## src/rtl/core/smdf_pkg.sv

```systemverilog
package smdf_pkg;

  localparam int DeltaW  = 8;
  localparam int ButtonW = 3;
  localparam int CfgIdxW = 2;
  localparam int CfgDatW = 8;

  // action codes
  localparam logic ActByte = 1'b0;
  localparam logic ActTick = 1'b1;

  // register indexes
  localparam logic [CfgIdxW-1:0] RegJitterRadius = 2'd0;
  localparam logic [CfgIdxW-1:0] RegSpeedLawOn   = 2'd1;
  localparam logic [CfgIdxW-1:0] RegSpeedLimit   = 2'd2;
  localparam logic [CfgIdxW-1:0] RegHoldTicks    = 2'd3;

  localparam logic [3:0]         ButtonNibble = 4'h8;
  localparam logic [6:0]         JitterReset  = 7'd1;
  localparam logic [6:0]         LimitReset   = 7'd48;
  localparam logic [7:0]         HoldReset    = 8'd5;
  localparam logic [ButtonW-1:0] LastBtnReset = 3'd7;

  typedef struct packed {
    logic signed [DeltaW-1:0] delta_x;
    logic signed [DeltaW-1:0] delta_y;
    logic [ButtonW-1:0]       button_bits;
    logic                     speed_exceeded;
    logic                     from_timeout;
  } smdf_res_t;

  typedef struct packed {
    smdf_res_t   res;
    logic [DeltaW-1:0] carry_x;
    logic [DeltaW-1:0] carry_y;
  } smdf_commit_t;

  // x2 for double-resolution mice
  function automatic logic [7:0] scale_lim(input logic [6:0] v, input logic dres);
    return dres ? {v, 1'b0} : {1'b0, v};
  endfunction

  function automatic logic beyond(input logic [DeltaW-1:0] v, input logic [7:0] lim);
    logic signed [9:0] vs;
    logic signed [9:0] ls;
    vs = {{2{v[DeltaW-1]}}, v};
    ls = signed'({2'b00, lim});
    return (vs > ls) || (vs < -ls);
  endfunction

  function automatic smdf_commit_t do_commit(
    input logic [DeltaW-1:0]  ax,
    input logic [DeltaW-1:0]  ay,
    input logic               dres,
    input logic               law_on,
    input logic [6:0]         limit,
    input logic [ButtonW-1:0] buttons,
    input logic               timed
  );
    smdf_commit_t c;
    logic [7:0]        lim;
    logic              fx;
    logic              fy;
    logic [DeltaW-1:0] x;
    logic [DeltaW-1:0] y;
    lim = scale_lim(limit, dres);
    fx  = law_on && beyond(ax, lim);
    fy  = law_on && beyond(ay, lim);
    x   = fx ? '0 : ax;
    y   = fy ? '0 : ay;
    c.carry_x = '0;
    c.carry_y = '0;
    if (dres) begin
      // keep the odd bit for the next sample, halve with floor
      c.carry_x = {{(DeltaW-1){1'b0}}, x[0]};
      c.carry_y = {{(DeltaW-1){1'b0}}, y[0]};
      x = {x[DeltaW-1], x[DeltaW-1:1]};
      y = {y[DeltaW-1], y[DeltaW-1:1]};
    end
    c.res.delta_x        = signed'(x);
    c.res.delta_y        = signed'(y);
    c.res.button_bits    = buttons;
    c.res.speed_exceeded = fx || fy;
    c.res.from_timeout   = timed;
    return c;
  endfunction

endpackage

```

## src/rtl/core/serial_mouse_delta_filter_core.sv

```systemverilog
// channel | direction | handshake              | payload
// in      | input     | in_valid / in_stall    | in_action, in_rx_byte
// out     | output    | out_valid / out_stall  | deltas, buttons, flags
// cfg     | input     | cfg_valid / cfg_ready  | cfg_index, cfg_data
//
// one byte or tick is taken per cycle while in_stall is low; its sample is registered
// in the output register, which a one-entry skid stage backs up
// in_stall rises only when both output register and skid stage hold samples
// cfg_ready is always high; reset (rst_n low, synchronous) clears all state but the output and skid payloads
module serial_mouse_delta_filter_core (
  input  logic                         clk,
  input  logic                         rst_n,
  input  logic                         in_valid,
  output logic                         in_stall,
  input  logic                         in_action,
  input  logic [7:0]                   in_rx_byte,
  output logic                         out_valid,
  input  logic                         out_stall,
  output logic signed [7:0]            out_delta_x,
  output logic signed [7:0]            out_delta_y,
  output logic [2:0]                   out_button_bits,
  output logic                         out_speed_exceeded,
  output logic                         out_from_timeout,
  input  logic                         cfg_valid,
  output logic                         cfg_ready,
  input  logic [smdf_pkg::CfgIdxW-1:0] cfg_index,
  input  logic [smdf_pkg::CfgDatW-1:0] cfg_data
);
  import smdf_pkg::*;

  logic [6:0]         jitter_r;
  logic               law_on_r;
  logic [6:0]         limit_r;
  logic [7:0]         hold_ticks_r;

  logic [DeltaW-1:0]  acc_x_r, acc_x_nxt;
  logic [DeltaW-1:0]  acc_y_r, acc_y_nxt;
  logic [ButtonW-1:0] cur_btn_r, cur_btn_nxt;
  logic [ButtonW-1:0] last_btn_r, last_btn_nxt;
  logic               dres_r, dres_nxt;
  logic               expect_x_r, expect_x_nxt;
  logic               hold_r, hold_nxt;
  logic [7:0]         hold_cnt_r, hold_cnt_nxt;

  logic               out_valid_r, skid_valid_r;
  smdf_res_t          out_r, skid_r;

  logic               accept;
  logic               res_valid;
  smdf_res_t          res;
  smdf_commit_t       cm;
  logic [DeltaW-1:0]  new_y;
  logic [7:0]         radius;
  logic               commit_en;

  assign accept    = in_valid && !in_stall;
  assign in_stall  = skid_valid_r;
  assign cfg_ready = 1'b1;

  always_ff @(posedge clk) begin
    if (!rst_n) begin
      jitter_r     <= JitterReset;
      law_on_r     <= 1'b1;
      limit_r      <= LimitReset;
      hold_ticks_r <= HoldReset;
    end else if (cfg_valid) begin
      unique case (cfg_index)
        RegJitterRadius: jitter_r     <= cfg_data[6:0];
        RegSpeedLawOn:   law_on_r     <= cfg_data[0];
        RegSpeedLimit:   limit_r      <= cfg_data[6:0];
        RegHoldTicks:    hold_ticks_r <= cfg_data;
      endcase
    end
  end

  assign new_y  = acc_y_r - in_rx_byte;
  assign radius = scale_lim(jitter_r, dres_r);
  // a tick commits the held accumulators; a y byte commits the updated y
  assign cm     = do_commit(acc_x_r, (in_action == ActTick) ? acc_y_r : new_y,
                            dres_r, law_on_r, limit_r, cur_btn_r, in_action == ActTick);

  always_comb begin
    acc_x_nxt    = acc_x_r;
    acc_y_nxt    = acc_y_r;
    cur_btn_nxt  = cur_btn_r;
    last_btn_nxt = last_btn_r;
    dres_nxt     = dres_r;
    expect_x_nxt = expect_x_r;
    hold_nxt     = hold_r;
    hold_cnt_nxt = hold_cnt_r;
    commit_en    = 1'b0;
    if (in_action == ActTick) begin
      if (hold_r) begin
        if (hold_cnt_r <= 8'd1) begin
          hold_nxt     = 1'b0;
          hold_cnt_nxt = '0;
          commit_en    = 1'b1;
        end else begin
          hold_cnt_nxt = hold_cnt_r - 8'd1;
        end
      end
    end else if (in_rx_byte[7:4] == ButtonNibble) begin
      cur_btn_nxt  = in_rx_byte[2:0];
      dres_nxt     = in_rx_byte[3];
      expect_x_nxt = 1'b1;
    end else if (expect_x_r) begin
      acc_x_nxt    = acc_x_r + in_rx_byte;
      expect_x_nxt = 1'b0;
    end else begin
      acc_y_nxt    = new_y;
      expect_x_nxt = 1'b1;
      hold_nxt     = 1'b0;
      hold_cnt_nxt = '0;
      commit_en    = 1'b1;
      if (cur_btn_r == last_btn_r) begin
        if (acc_x_r == '0 && new_y == '0) begin
          commit_en = 1'b0;
        end else if (!beyond(acc_x_r, radius) && !beyond(new_y, radius)) begin
          // small motion waits for more bytes or for the tick countdown
          commit_en    = 1'b0;
          hold_nxt     = 1'b1;
          hold_cnt_nxt = hold_ticks_r;
        end
      end
      if (commit_en) begin
        last_btn_nxt = cur_btn_r;
      end
    end
    if (commit_en) begin
      acc_x_nxt = cm.carry_x;
      acc_y_nxt = cm.carry_y;
    end
  end

  assign res_valid = accept && commit_en;
  assign res       = cm.res;

  always_ff @(posedge clk) begin
    if (!rst_n) begin
      acc_x_r    <= '0;
      acc_y_r    <= '0;
      cur_btn_r  <= '0;
      last_btn_r <= LastBtnReset;
      dres_r     <= 1'b0;
      expect_x_r <= 1'b1;
      hold_r     <= 1'b0;
      hold_cnt_r <= '0;
    end else if (accept) begin
      acc_x_r    <= acc_x_nxt;
      acc_y_r    <= acc_y_nxt;
      cur_btn_r  <= cur_btn_nxt;
      last_btn_r <= last_btn_nxt;
      dres_r     <= dres_nxt;
      expect_x_r <= expect_x_nxt;
      hold_r     <= hold_nxt;
      hold_cnt_r <= hold_cnt_nxt;
    end
  end

  // output register with one skid entry behind it
  always_ff @(posedge clk) begin
    if (!rst_n) begin
      out_valid_r  <= 1'b0;
      skid_valid_r <= 1'b0;
    end else if (!out_valid_r || !out_stall) begin
      out_valid_r  <= skid_valid_r || res_valid;
      skid_valid_r <= 1'b0;
    end else if (res_valid) begin
      skid_valid_r <= 1'b1;
    end
  end

  always_ff @(posedge clk) begin
    if (!out_valid_r || !out_stall) begin
      out_r <= skid_valid_r ? skid_r : res;
    end else if (res_valid) begin
      skid_r <= res;
    end
  end

  assign out_valid          = out_valid_r;
  assign out_delta_x        = out_r.delta_x;
  assign out_delta_y        = out_r.delta_y;
  assign out_button_bits    = out_r.button_bits;
  assign out_speed_exceeded = out_r.speed_exceeded;
  assign out_from_timeout   = out_r.from_timeout;

endmodule

```

## config.mk

```make
export PLATFORM = sky130hd
export DESIGN_NAME = serial_mouse_delta_filter_core
export DESIGN_NICKNAME = d
export VERILOG_FILES = /design/src/rtl/core/smdf_pkg.sv /design/src/rtl/core/serial_mouse_delta_filter_core.sv
export SDC_FILE = /design/constraint.sdc
export NUM_CORES = 1
export LEC_CHECK = 0
export BUFFER_PORTS_ARGS = -buffer_cell sky130_fd_sc_hd__buf_2
export CAP_MARGIN = 0
export CORE_ASPECT_RATIO = 0.9
export CORE_UTILIZATION = 45
export DETAILED_ROUTE_END_ITERATION = 8
export GPL_TIMING_DRIVEN = 1
export PLACE_DENSITY = 0.66
export SLEW_MARGIN = 15
export SYNTH_ARGS = -nofsm -noshare
export SYNTH_HDL_FRONTEND = slang
export SYNTH_SLANG_ARGS = --single-unit
```

## constraint.sdc

```tcl
create_clock -name clk -period 5.2 [get_ports clk]
set_input_delay 0.78 -clock clk [delete_from_list [all_inputs] [get_ports clk]]
set_output_delay 0.78 -clock clk [all_outputs]
set_load 0.02 [all_outputs]
```

; ---- Word level (Yosys, flattened, before mapping)
; Cells that the tools add are included.
[totals]
latch_bits = 0
register_bits = 100
ramBits = 0
memories = 0
input_bits = 24
output_inout_bits = 24
mem_bits_ro = 0
[classes]
eq_ne = 11
div_mod_pow = 0
magnitude_cmp = 9
add_sub_neg = 5
muxes = 46
bitwise = 5
reduce_logical = 35
shifts = 0
mul = 0
[op_table]
columns = op, n
row1 = $mux W8, 21
row2 = $lt A8 B10 Y1, 4
row3 = $gt A8 B9 Y1, 4
row4 = $mux W1, 21
row5 = $mux W21, 1
row6 = $neg A8 Y10, 2
row7 = $logic_not A8 Y1, 2
row8 = $mux W7, 2
row9 = $reduce_and A2 Y1, 6
row10 = $reduce_and A4 Y1, 3
row11 = $mux W9, 1
row12 = $add A8 B8 Y8, 1
row13 = $le A8 B1 Y1 const B, 1
row14 = $sub A8 B1 Y8 const B, 1
row15 = $sub A8 B8 Y8, 1
row16 = $logic_or A1 B1 Y1, 7
row17 = $logic_and A1 B1 Y1, 6
row18 = $ne A2 B1 Y1 const B, 3
row19 = $ne A2 B2 Y1 const B, 3
row20 = $reduce_and A3 Y1, 2
row21 = $logic_not A1 Y1, 5
row22 = $not A1 Y1, 5
row23 = $reduce_and A5 Y1, 1
row24 = $eq A2 B2 Y1 const B, 2
row25 = other kinds (6), 6

; ---- Depth between registers and ports, before layout
; Gate-level depths: netlist (run 1).
[logic_depth]
ltp_word = 17
ltp_mapped = 21
mapped_depth_nobuf = 18

; ---- Worst setup path before layout (run 1)
; OpenSTA, ideal clock, no wires.
[synth_timing]
path_type = register to register
start = register dres_r
end = register skid_r[0] (netlist bit), enable pin
period_less_slack_ns = 5.747
slack_ns = -0.547
path_stages_with_launch = 19
arrival_ns = 5.322
setup_time_ns = 0.426
cell_sequence = dfxtp_1 buf_6 clkbuf_1 clkbuf_1 buf_1 mux2i_1 ha_1 nand2b_1 nor3_2 nand2_1 xor2_1 ha_1 o21a_1 o21ai_0 a21oi_1 a21o_1 a221o_1 a31o_4 nor3_1
[synth_between]
elab_chain_len = 17
elab_cells_between_ends = 22
classes_between = 1 x add/sub / 4 x order compare / 10 x mux / 7 x reduce/logical
[synth_rtl]
columns = element, line_no
row1 = "start, declared", serial_mouse_delta_filter_core.sv:40  ; logic dres_r, dres_nxt;
row2 = "start signal, assigned", serial_mouse_delta_filter_core.sv:153  ; dres_r <= dres_nxt;
row3 = $mux W8 *, smdf_pkg.sv:40  ; return dres ? {v, 1'b0} : {1'b0, v};
row4 = $neg A8 Y10, smdf_pkg.sv:48  ; return (vs > ls) || (vs < -ls);
row5 = $lt A8 B10 Y1, smdf_pkg.sv:48
row6 = $logic_or A1 B1 Y1, smdf_pkg.sv:48
row7 = $logic_not A1 Y1, serial_mouse_delta_filter_core.sv:118  ; end else if (!beyond(acc_x_r, radius) && !beyond(new_y, radius)) begin
row8 = $logic_and A1 B1 Y1 *, serial_mouse_delta_filter_core.sv:118
row9 = $mux W1 *, serial_mouse_delta_filter_core.sv:118
row10 = $mux W1 *, serial_mouse_delta_filter_core.sv:116  ; if (acc_x_r == '0 && new_y == '0) begin
row11 = $mux W1 *, serial_mouse_delta_filter_core.sv:115  ; if (cur_btn_r == last_btn_r) begin
row12 = $mux W1 *, serial_mouse_delta_filter_core.sv:106  ; end else if (expect_x_r) begin
row13 = $mux W1 *, serial_mouse_delta_filter_core.sv:102  ; end else if (in_rx_byte[7:4] == ButtonNibble) begin
row14 = $mux W1 *, serial_mouse_delta_filter_core.sv:92  ; if (in_action == ActTick) begin
row15 = $mux W1 *, serial_mouse_delta_filter_core.sv:106
row16 = $mux W1 *, serial_mouse_delta_filter_core.sv:102
row17 = $mux W1 *, serial_mouse_delta_filter_core.sv:92
row18 = $logic_and A1 B1 Y1 *, serial_mouse_delta_filter_core.sv:135  ; assign res_valid = accept && commit_en;
row19 = $reduce_and A2 Y1 (no source line) *, n/a
row20 = "end signal, assigned", serial_mouse_delta_filter_core.sv:177  ; skid_r <= res;
row21 = "end, declared", serial_mouse_delta_filter_core.sv:46  ; smdf_res_t out_r, skid_r;
; Mark *: on every way between the ends. The rest lies on a longest branch, timed or not. The select of a mux whose other input is x is not followed.
; A chain may end at the register's enable or synchronous reset.

; ---- Worst setup path after layout (run 1)
[layout_timing]
start = register dres_r
end = register skid_r[2] (netlist bit), enable pin
; Same word-level chain as after synthesis.

==> results by group, run 1 <==
Outcome
  • Status: complete, no violations

Cells and area
  • # diodes: 0
  • Syn-to-layout area delta: 10.7%
  • Non-Filler Instances: 1029
  • Share of layout cells above drive strength 1: 11.9%
  • Layout Nets: approximately 940

CTS
  • Num CTS Buffers: 9
  • Hold-fix buffers, CTS: 0
  • H-tree depth: 3
  • Clock transition at path regs: 0.07 ns
  • Root Buffer: clkbuf_16
  • Post-CTS sizing: 0
  • CTS tree: done
  • Post-CTS setup buffer count: 0
  • Maximum clock insertion buffer count: 2
  • CTS Sinks: 100
  • Later-pin clock latency in the skew report: 0.36 ns

Drt
  • Drt pass-1 iters: 5
  • Wire per inst: 18.2 um
  • DR vias/cell: slightly below 6
  • Post-route ant nets: 0
  • Final WL: 18700 um
  • DRC: 0
  • Vias: approximately 6000
  • DRT iter0 DRCs: 441

Die
  • Width of the die: around 130 um
  • FP Rows: 42
  • Die Span Y: 121 um
  • I/O pin count: 48
  • Core area: 15000 um2
  • Starting Density: 47.0%
  • Die area: ~16000 um2

Global route
  • Initial antenna violation count: 0
  • Largest net degree at the start of global routing: 36
  • Global route overflow: 0
  • GRT Util Overall: 24.3%
  • Vias in the first global route: 5956
  • First-pass GRT wire length: 30600 um

Synthesis
  • Warnings, synthesis: 0
  • Post-Syn Instances: 781
  • Seq cells post-synth: 100
  • Async SR Flop Fraction: 0%
  • Syn nets: between 800 and 900
  • Post-synth top area share: 17.9%
  • Post-synth EDFFs: 42
  • Ys flop type: dfxtp_1
  • Synth area leader: edfxtp_1
  • Register area share after synthesis: between 30% and 40%
  • Syn Std Cell Area: 7030 um2
  • Yosys cell types: 71
  • Post-synthesis average cell area: between 9 and 10 um2
  • Synth area leaders: edfxtp_1 (18%), dfxtp_1 (17%), ha_1 (15%), nand2_1 (5.3%), mux2i_1 (4.0%)

Worst hold path
  • HP Start: hold_ticks_r[1]
  • Hold Crit Class: register to register

Pwr
  • PD cells: 260 nW/um2
  • Total Power: a little over 2 mW
  • Lkg Pwr: about 3.4 nW
  • IR drop worst, VDD: 0.167 mV

Place
  • RePlAce Congestion: 0.981
  • Setup WS pre-CTS: 0.448 ns
  • Port Buf Inserts: 46
  • DP Cell Count: 1013
  • Post-DP HPWL: 14200 um

Timing
  • Final Max Slew Viols: 0
  • Setup-failing EPs final: 0
  • Fmax: 0.224 GHz
  • Tightest Pin Transition: 0.974 ns
  • Tmin final: approximately 4.5 ns
  • Setup TNS: 0 ns
  • Clock skew: 0.00631 ns
  • Final period utilization: 85.7%
  • Slew HR: 34.9%
  • RSZ-0062 raised after global routing: no
  • Fin. Hold Viols: 0
  • Setup ws final: 0.745 ns

Setup path
  • Origin of the worst setup path: dres_r
  • Critical-path maximum fanout: 21
  • Reg-to-Reg Start: dres_r
  • Crit start category: register
  • Required time of the worst setup path: ~5.2 ns
  • WP data arrival: 4.49 ns
  • CP Class: register to register
  • CP endpoint kind: register

Flow run
  • Max Cap Violations: 0
## critical path, cell delays in order (launching register included)
cell	delay, ns
dfxtp_1	0.72
mux2i_1	0.44
ha_1	0.26
nand2b_1	0.12
nor3_2	0.24
nand2_1	0.11
xor2_1	0.25
ha_1	0.28
o21a_1	0.18
o21ai_0	0.14
a21oi_1	0.10
a21o_1	0.17
a221o_1	0.36
a31o_4	0.29
nor3_2	0.14
buf_4	0.33
## cell type report
type                    count  area [um2]
clock buffers               9         225
clock inverters             7        50.0
fillers                  1348        7190
inverters                  40         150
multi-input cells         616        4360
flip-flops and latches    100        2420
well taps                 198         248
repair buffers             59         328
## synthesized netlist by cell type (3+ instances only)
cell / n
nand2_1: 100
ha_1: 87
nor2_1: 62
dfxtp_1: 58
a21oi_1: 49
o21ai_0: 43
edfxtp_1: 42
inv_1: 38
mux2i_1: 28
nand3_1: 22
clkbuf_1: 18
mux2_2: 13
nor2b_1: 13
xnor2_1: 13
a21o_1: 12
nor3_1: 12
xor2_1: 12
o21a_1: 11
a211oi_1: 10
o31ai_1: 10
nand2b_1: 9
or3_1: 8
nand4_1: 7
o2111ai_1: 7
and2_1: 6
and3_1: 5
o211ai_1: 5
o2bb2ai_1: 5
a31oi_1: 4
buf_1: 4
nand3b_1: 4
nor4_1: 4
a21boi_0: 3
a221oi_1: 3
nor3b_1: 3
o22ai_1: 3
## per-layer routing
metal	global-route usage, %	part of all wire (%)	vias up
li1	-	-	2937
met1	30.1	44	2852
met2	40.1	46	185
met3	5.49	6.1	55
met4	11.2	3.5	0
met5	0	0	-
## flip-flops by register name (all words and copies together), names as in the netlist, 3 cells and up
name	count
acc_x_r	8
acc_y_r	8
cur_btn_r	3
hold_cnt_r	8
hold_ticks_r	8
jitter_r	7
last_btn_r	3
limit_r	7
out_button_bits	3
out_delta_x	8
out_delta_y	8
skid_r	21
## stage by stage
stage          area [um2]  utilization (%)  hold slack [ns]
2_1_floorplan        7040                -            0.436
3_3_place_gp         7510             50.1            0.448
3_5_place_dp         7510             50.1            0.456
4_1_cts              7780             52.0            0.467
5_1_grt              7780             52.0            0.498
6_report             7780             52.0            0.465
## worst paths after layout
kind | end | slack, ns | cells after the start
setup / recovery | skid_r[2] | 0.75 | 15
hold / removal | hold_ticks_r[1] | 0.47 | 2
setup reg to reg | skid_r[2] | 0.75 | 15
hold reg to reg | hold_ticks_r[1] | 0.47 | 2
## cell usage in the layout, fill, tap and decap left out, types with 10 or more instances in the layout
cell type / instances
o21ai_0: 43
nand2_1: 100
ha_1: 87
xnor2_1: 13
edfxtp_1: 42
o31ai_1: 10
a21oi_1: 49
o21a_1: 11
dfxtp_1: 58
nand3_1: 22
mux2_2: 13
nor2b_1: 13
xor2_1: 12
mux2i_1: 28
inv_1: 40
a21o_1: 12
nor3_1: 11
a211oi_1: 10
nor2_1: 62
buf_4: 13
buf_2: 46
## report_power, final
| part | internal, mW | total [mW] | leakage (nW) | switching (mW) |
|---|---|---|---|---|
| sequential | 0.855 | 0.891 | 0.919 | 0.0356 |
| combinational | 0.195 | 0.486 | 2.33 | 0.291 |
| clock | 0.328 | 0.646 | 0.145 | 0.318 |
## logic make-up after synthesis
group                    share of synthesized area, %
AO/OA/AOI/OAI                                    17.8
buffers and inverters                            3.65
AND/OR/NAND/NOR                                  17.9
multiplexers                                     6.47
adder cells (fa/ha/maj)                          16.2
XOR/XNOR                                         3.45
other                                          0.0533
flip-flops                                       34.4
Power figures use the tool's default switching activity.
==> inputs of run 2 (changes only) <==
--- a/config.mk
+++ b/config.mk
@@ -5,13 +5,13 @@
 export SDC_FILE = /design/constraint.sdc
 export NUM_CORES = 1
 export LEC_CHECK = 0
-export BUFFER_PORTS_ARGS = -buffer_cell sky130_fd_sc_hd__buf_2
-export CAP_MARGIN = 0
+export CAP_MARGIN = 20
 export CORE_ASPECT_RATIO = 0.9
-export CORE_UTILIZATION = 45
+export CORE_UTILIZATION = 30
 export DETAILED_ROUTE_END_ITERATION = 8
+export DONT_BUFFER_PORTS = 1
 export GPL_TIMING_DRIVEN = 1
-export PLACE_DENSITY = 0.66
+export PLACE_DENSITY = 0.46
 export SLEW_MARGIN = 15
 export SYNTH_ARGS = -nofsm -noshare
 export SYNTH_HDL_FRONTEND = slang
==> run 2 against run 1 <==
Sequential cell count unchanged. Sequential power up 2.9%. Combinational power decreased by 13%. Critical endpoint is now skid_r[12]. Largest power group unchanged. Count of clock-buffer cells in the layout did not move. Clock power rose by 8.7%.
==> results by group, run 2 (synthesized netlist as in run 1, its figures left out) <==
Pwr
  • Total Power: 2.04 mW (+1.0%)
  • IR drop worst, VDD: 0.189 mV (+13%)
  • Lkg Pwr: 3.23 nW (-4.8%)
  • PD cells: 263 nW/um2 (+1.1%)

CTS
  • H-tree depth: 3 (unchanged)
  • Num CTS Buffers: 9 (unchanged)
  • Maximum clock insertion buffer count: 2 (unchanged)
  • CTS Sinks: 100 (unchanged)
  • Hold-fix buffers, CTS: 0 (unchanged)
  • Clock transition at path regs: 0.08 ns (about the same)
  • Post-CTS sizing: 0 (unchanged)
  • Later-pin clock latency in the skew report: 0.36 ns (about the same)
  • Post-CTS setup buffer count: 0 (unchanged)
  • CTS tree: done
  • Root Buffer: clkbuf_16

Timing
  • Fin. Hold Viols: 0 (unchanged)
  • Final Max Slew Viols: 0 (unchanged)
  • Final period utilization: 83.2% (-2.5 points)
  • Tightest Pin Transition: 0.774 ns (-0.199 ns)
  • Tmin final: 4.32 ns (-0.130 ns)
  • Setup-failing EPs final: 0 (unchanged)
  • Fmax: 0.231 GHz (+3.0%)
  • Slew HR: 48.1% (+13 points)
  • RSZ-0062 raised after global routing: no
  • Setup TNS: 0 ns (unchanged)
  • Clock skew: 0.0106 ns (+0.00429 ns)

Setup path
  • WP data arrival: 4.39 ns (-0.10 ns)
  • Required time of the worst setup path: 5.27 ns (+0.03 ns)
  • Critical-path maximum fanout: 17 (-19%)
  • Slowest cell on crit path: fa_1
  • CP top delay family: compound AO/OA/AOI/OAI gates
  • Slowest stage delay, CP: 0.39 ns (-0.33 ns)
  • Crit path cell chain: ha_1, inv_1, fa_1, and3_1, o2111a_1, a211oi_1, inv_1, ha_1, o21a_1, o21ai_0, a21oi_1, a21o_1, a221o_1, a31o_4, nor3_4, buf_12
  • CP bufs+invs: 3 (+2)
  • Crit start category: input pin
  • CP Class: input pin to register
  • CP endpoint kind: register

Global route
  • Largest net degree at the start of global routing: 37 (+2.8%)
  • First-pass GRT wire length: 31900 um (+4.2%)
  • Global route overflow: 0 (unchanged)
  • Vias in the first global route: 5515 (-7.4%)
  • GRT Util Overall: 17.5% (-6.8 points)
  • Initial antenna violation count: 0 (unchanged)

Drt
  • Drt pass-1 iters: 4 (-1)
  • DR vias/cell: 5.17 (-12%)
  • Met2 WL: 8990 um (+4.7%)
  • Wire per inst: 18.5 um (+1.8%)
  • DRC: 0 (unchanged)
  • Max Used Layer: met4
  • Routed met3 length: 829 um (-28%)
  • WL met1: 10100 um (+21%)
  • Vias: 5622 (-6.8%)
  • Post-route ant nets: 0 (unchanged)
  • DRT iter0 DRCs: 321 (-27%)
  • Final WL: 20100 um (+7.7%)

Die
  • Width of the die: 163 um (+22%)
  • Die area: 24100 um2 (+49%)
  • FP Rows: 52 (+24%)
  • I/O pin count: 48 (unchanged)
  • Core area: 22800 um2 (+52%)
  • Die Span Y: 147 um (+22%)
  • Starting Density: 30.9% (-16 points)

Cells and area
  • # diodes: 0 (unchanged)
  • Layout Nets: 899 (-4.3%)
  • Non-Filler Instances: 1088 (+5.7%)
  • Post-route cell area: 7780 um2 (about the same)
  • Max reg flops: 21 (unchanged)
  • FILL cells: 2403 (+78%)
  • Most frequent cells in the layout: nand2_1 (100), ha_1 (87), nor2_1 (62), dfxtp_1 (57), a21oi_1 (49)
  • Most common cell after layout, fill and taps aside: nand2_1
  • Syn-to-layout area delta: 10.6% (about the same)
  • Share of layout cells above drive strength 1: 7.84% (-4.1 points)
  • Biggest register: skid_r

Flow run
  • Max Cap Violations: 0 (unchanged)

Place
  • DP Cell Count: 1072 (+5.8%)
  • Post-DP HPWL: 15400 um (+8.6%)
  • RePlAce Congestion: 0.781 (-20%)
  • Placed Area: 7470 um2 (-0.55%)
  • Port Buf Inserts: 0 (-100%)

Outcome
  • Status: complete, no violations

Worst hold path
  • Hold Crit Class: register to register
run 2: final cells by class:
type | instances | area [um2] | area share (%)
multi-input cells | 616 | 4370 | 56.1
flip-flops and latches | 100 | 2420 | 31.2
well taps | 297 | 372 | 4.78
clock buffers | 9 | 225 | 2.90
repair buffers | 19 | 155 | 1.99
inverters | 40 | 150 | 1.93
clock inverters | 7 | 86.3 | 1.11
run 2: worst paths after layout:
check | endpoint | startpoint | cells past startpoint | slack, ns
setup / recovery | skid_r[12] | in_rx_byte[0] | 16 | 0.88
hold / removal | hold_ticks_r[4] | hold_ticks_r[4] | 2 | 0.47
setup reg to reg | skid_r[12] | acc_y_r[0] | 17 | 0.88
hold reg to reg | hold_ticks_r[4] | hold_ticks_r[4] | 2 | 0.47
run 2: tightest hold or removal path, delay by kind of cell, from the launching register on:
kind               cells  cell delay [ns]
and+or+nand+nor        1             0.06
AOI/OAI and AO/OA      1             0.05
DFF                    1             0.33
run 2: stage by stage:
stage                     utilization, %  setup WS [ns]  hold slack [ns]
after detailed placement            32.8          0.517            0.460
after global routing                34.2          0.578            0.493
after CTS                           34.2          0.858            0.475
after floorplan                        -         0.0986            0.436
final                               34.2          0.876            0.474
after global placement              32.8          0.548            0.453
run 2: where the power goes:
| group | internal (mW) | switching, mW |
|---|---|---|
| logic | 0.177 | 0.247 |
| clock network | 0.346 | 0.357 |
| registers | 0.857 | 0.0605 |
run 2: layer usage:
metal,track usage (%),vias to the layer above
met2,27.9,111
met4,4.02,0
met3,3.22,22
met1,24.3,2618
li1,-,2871
met5,0,-
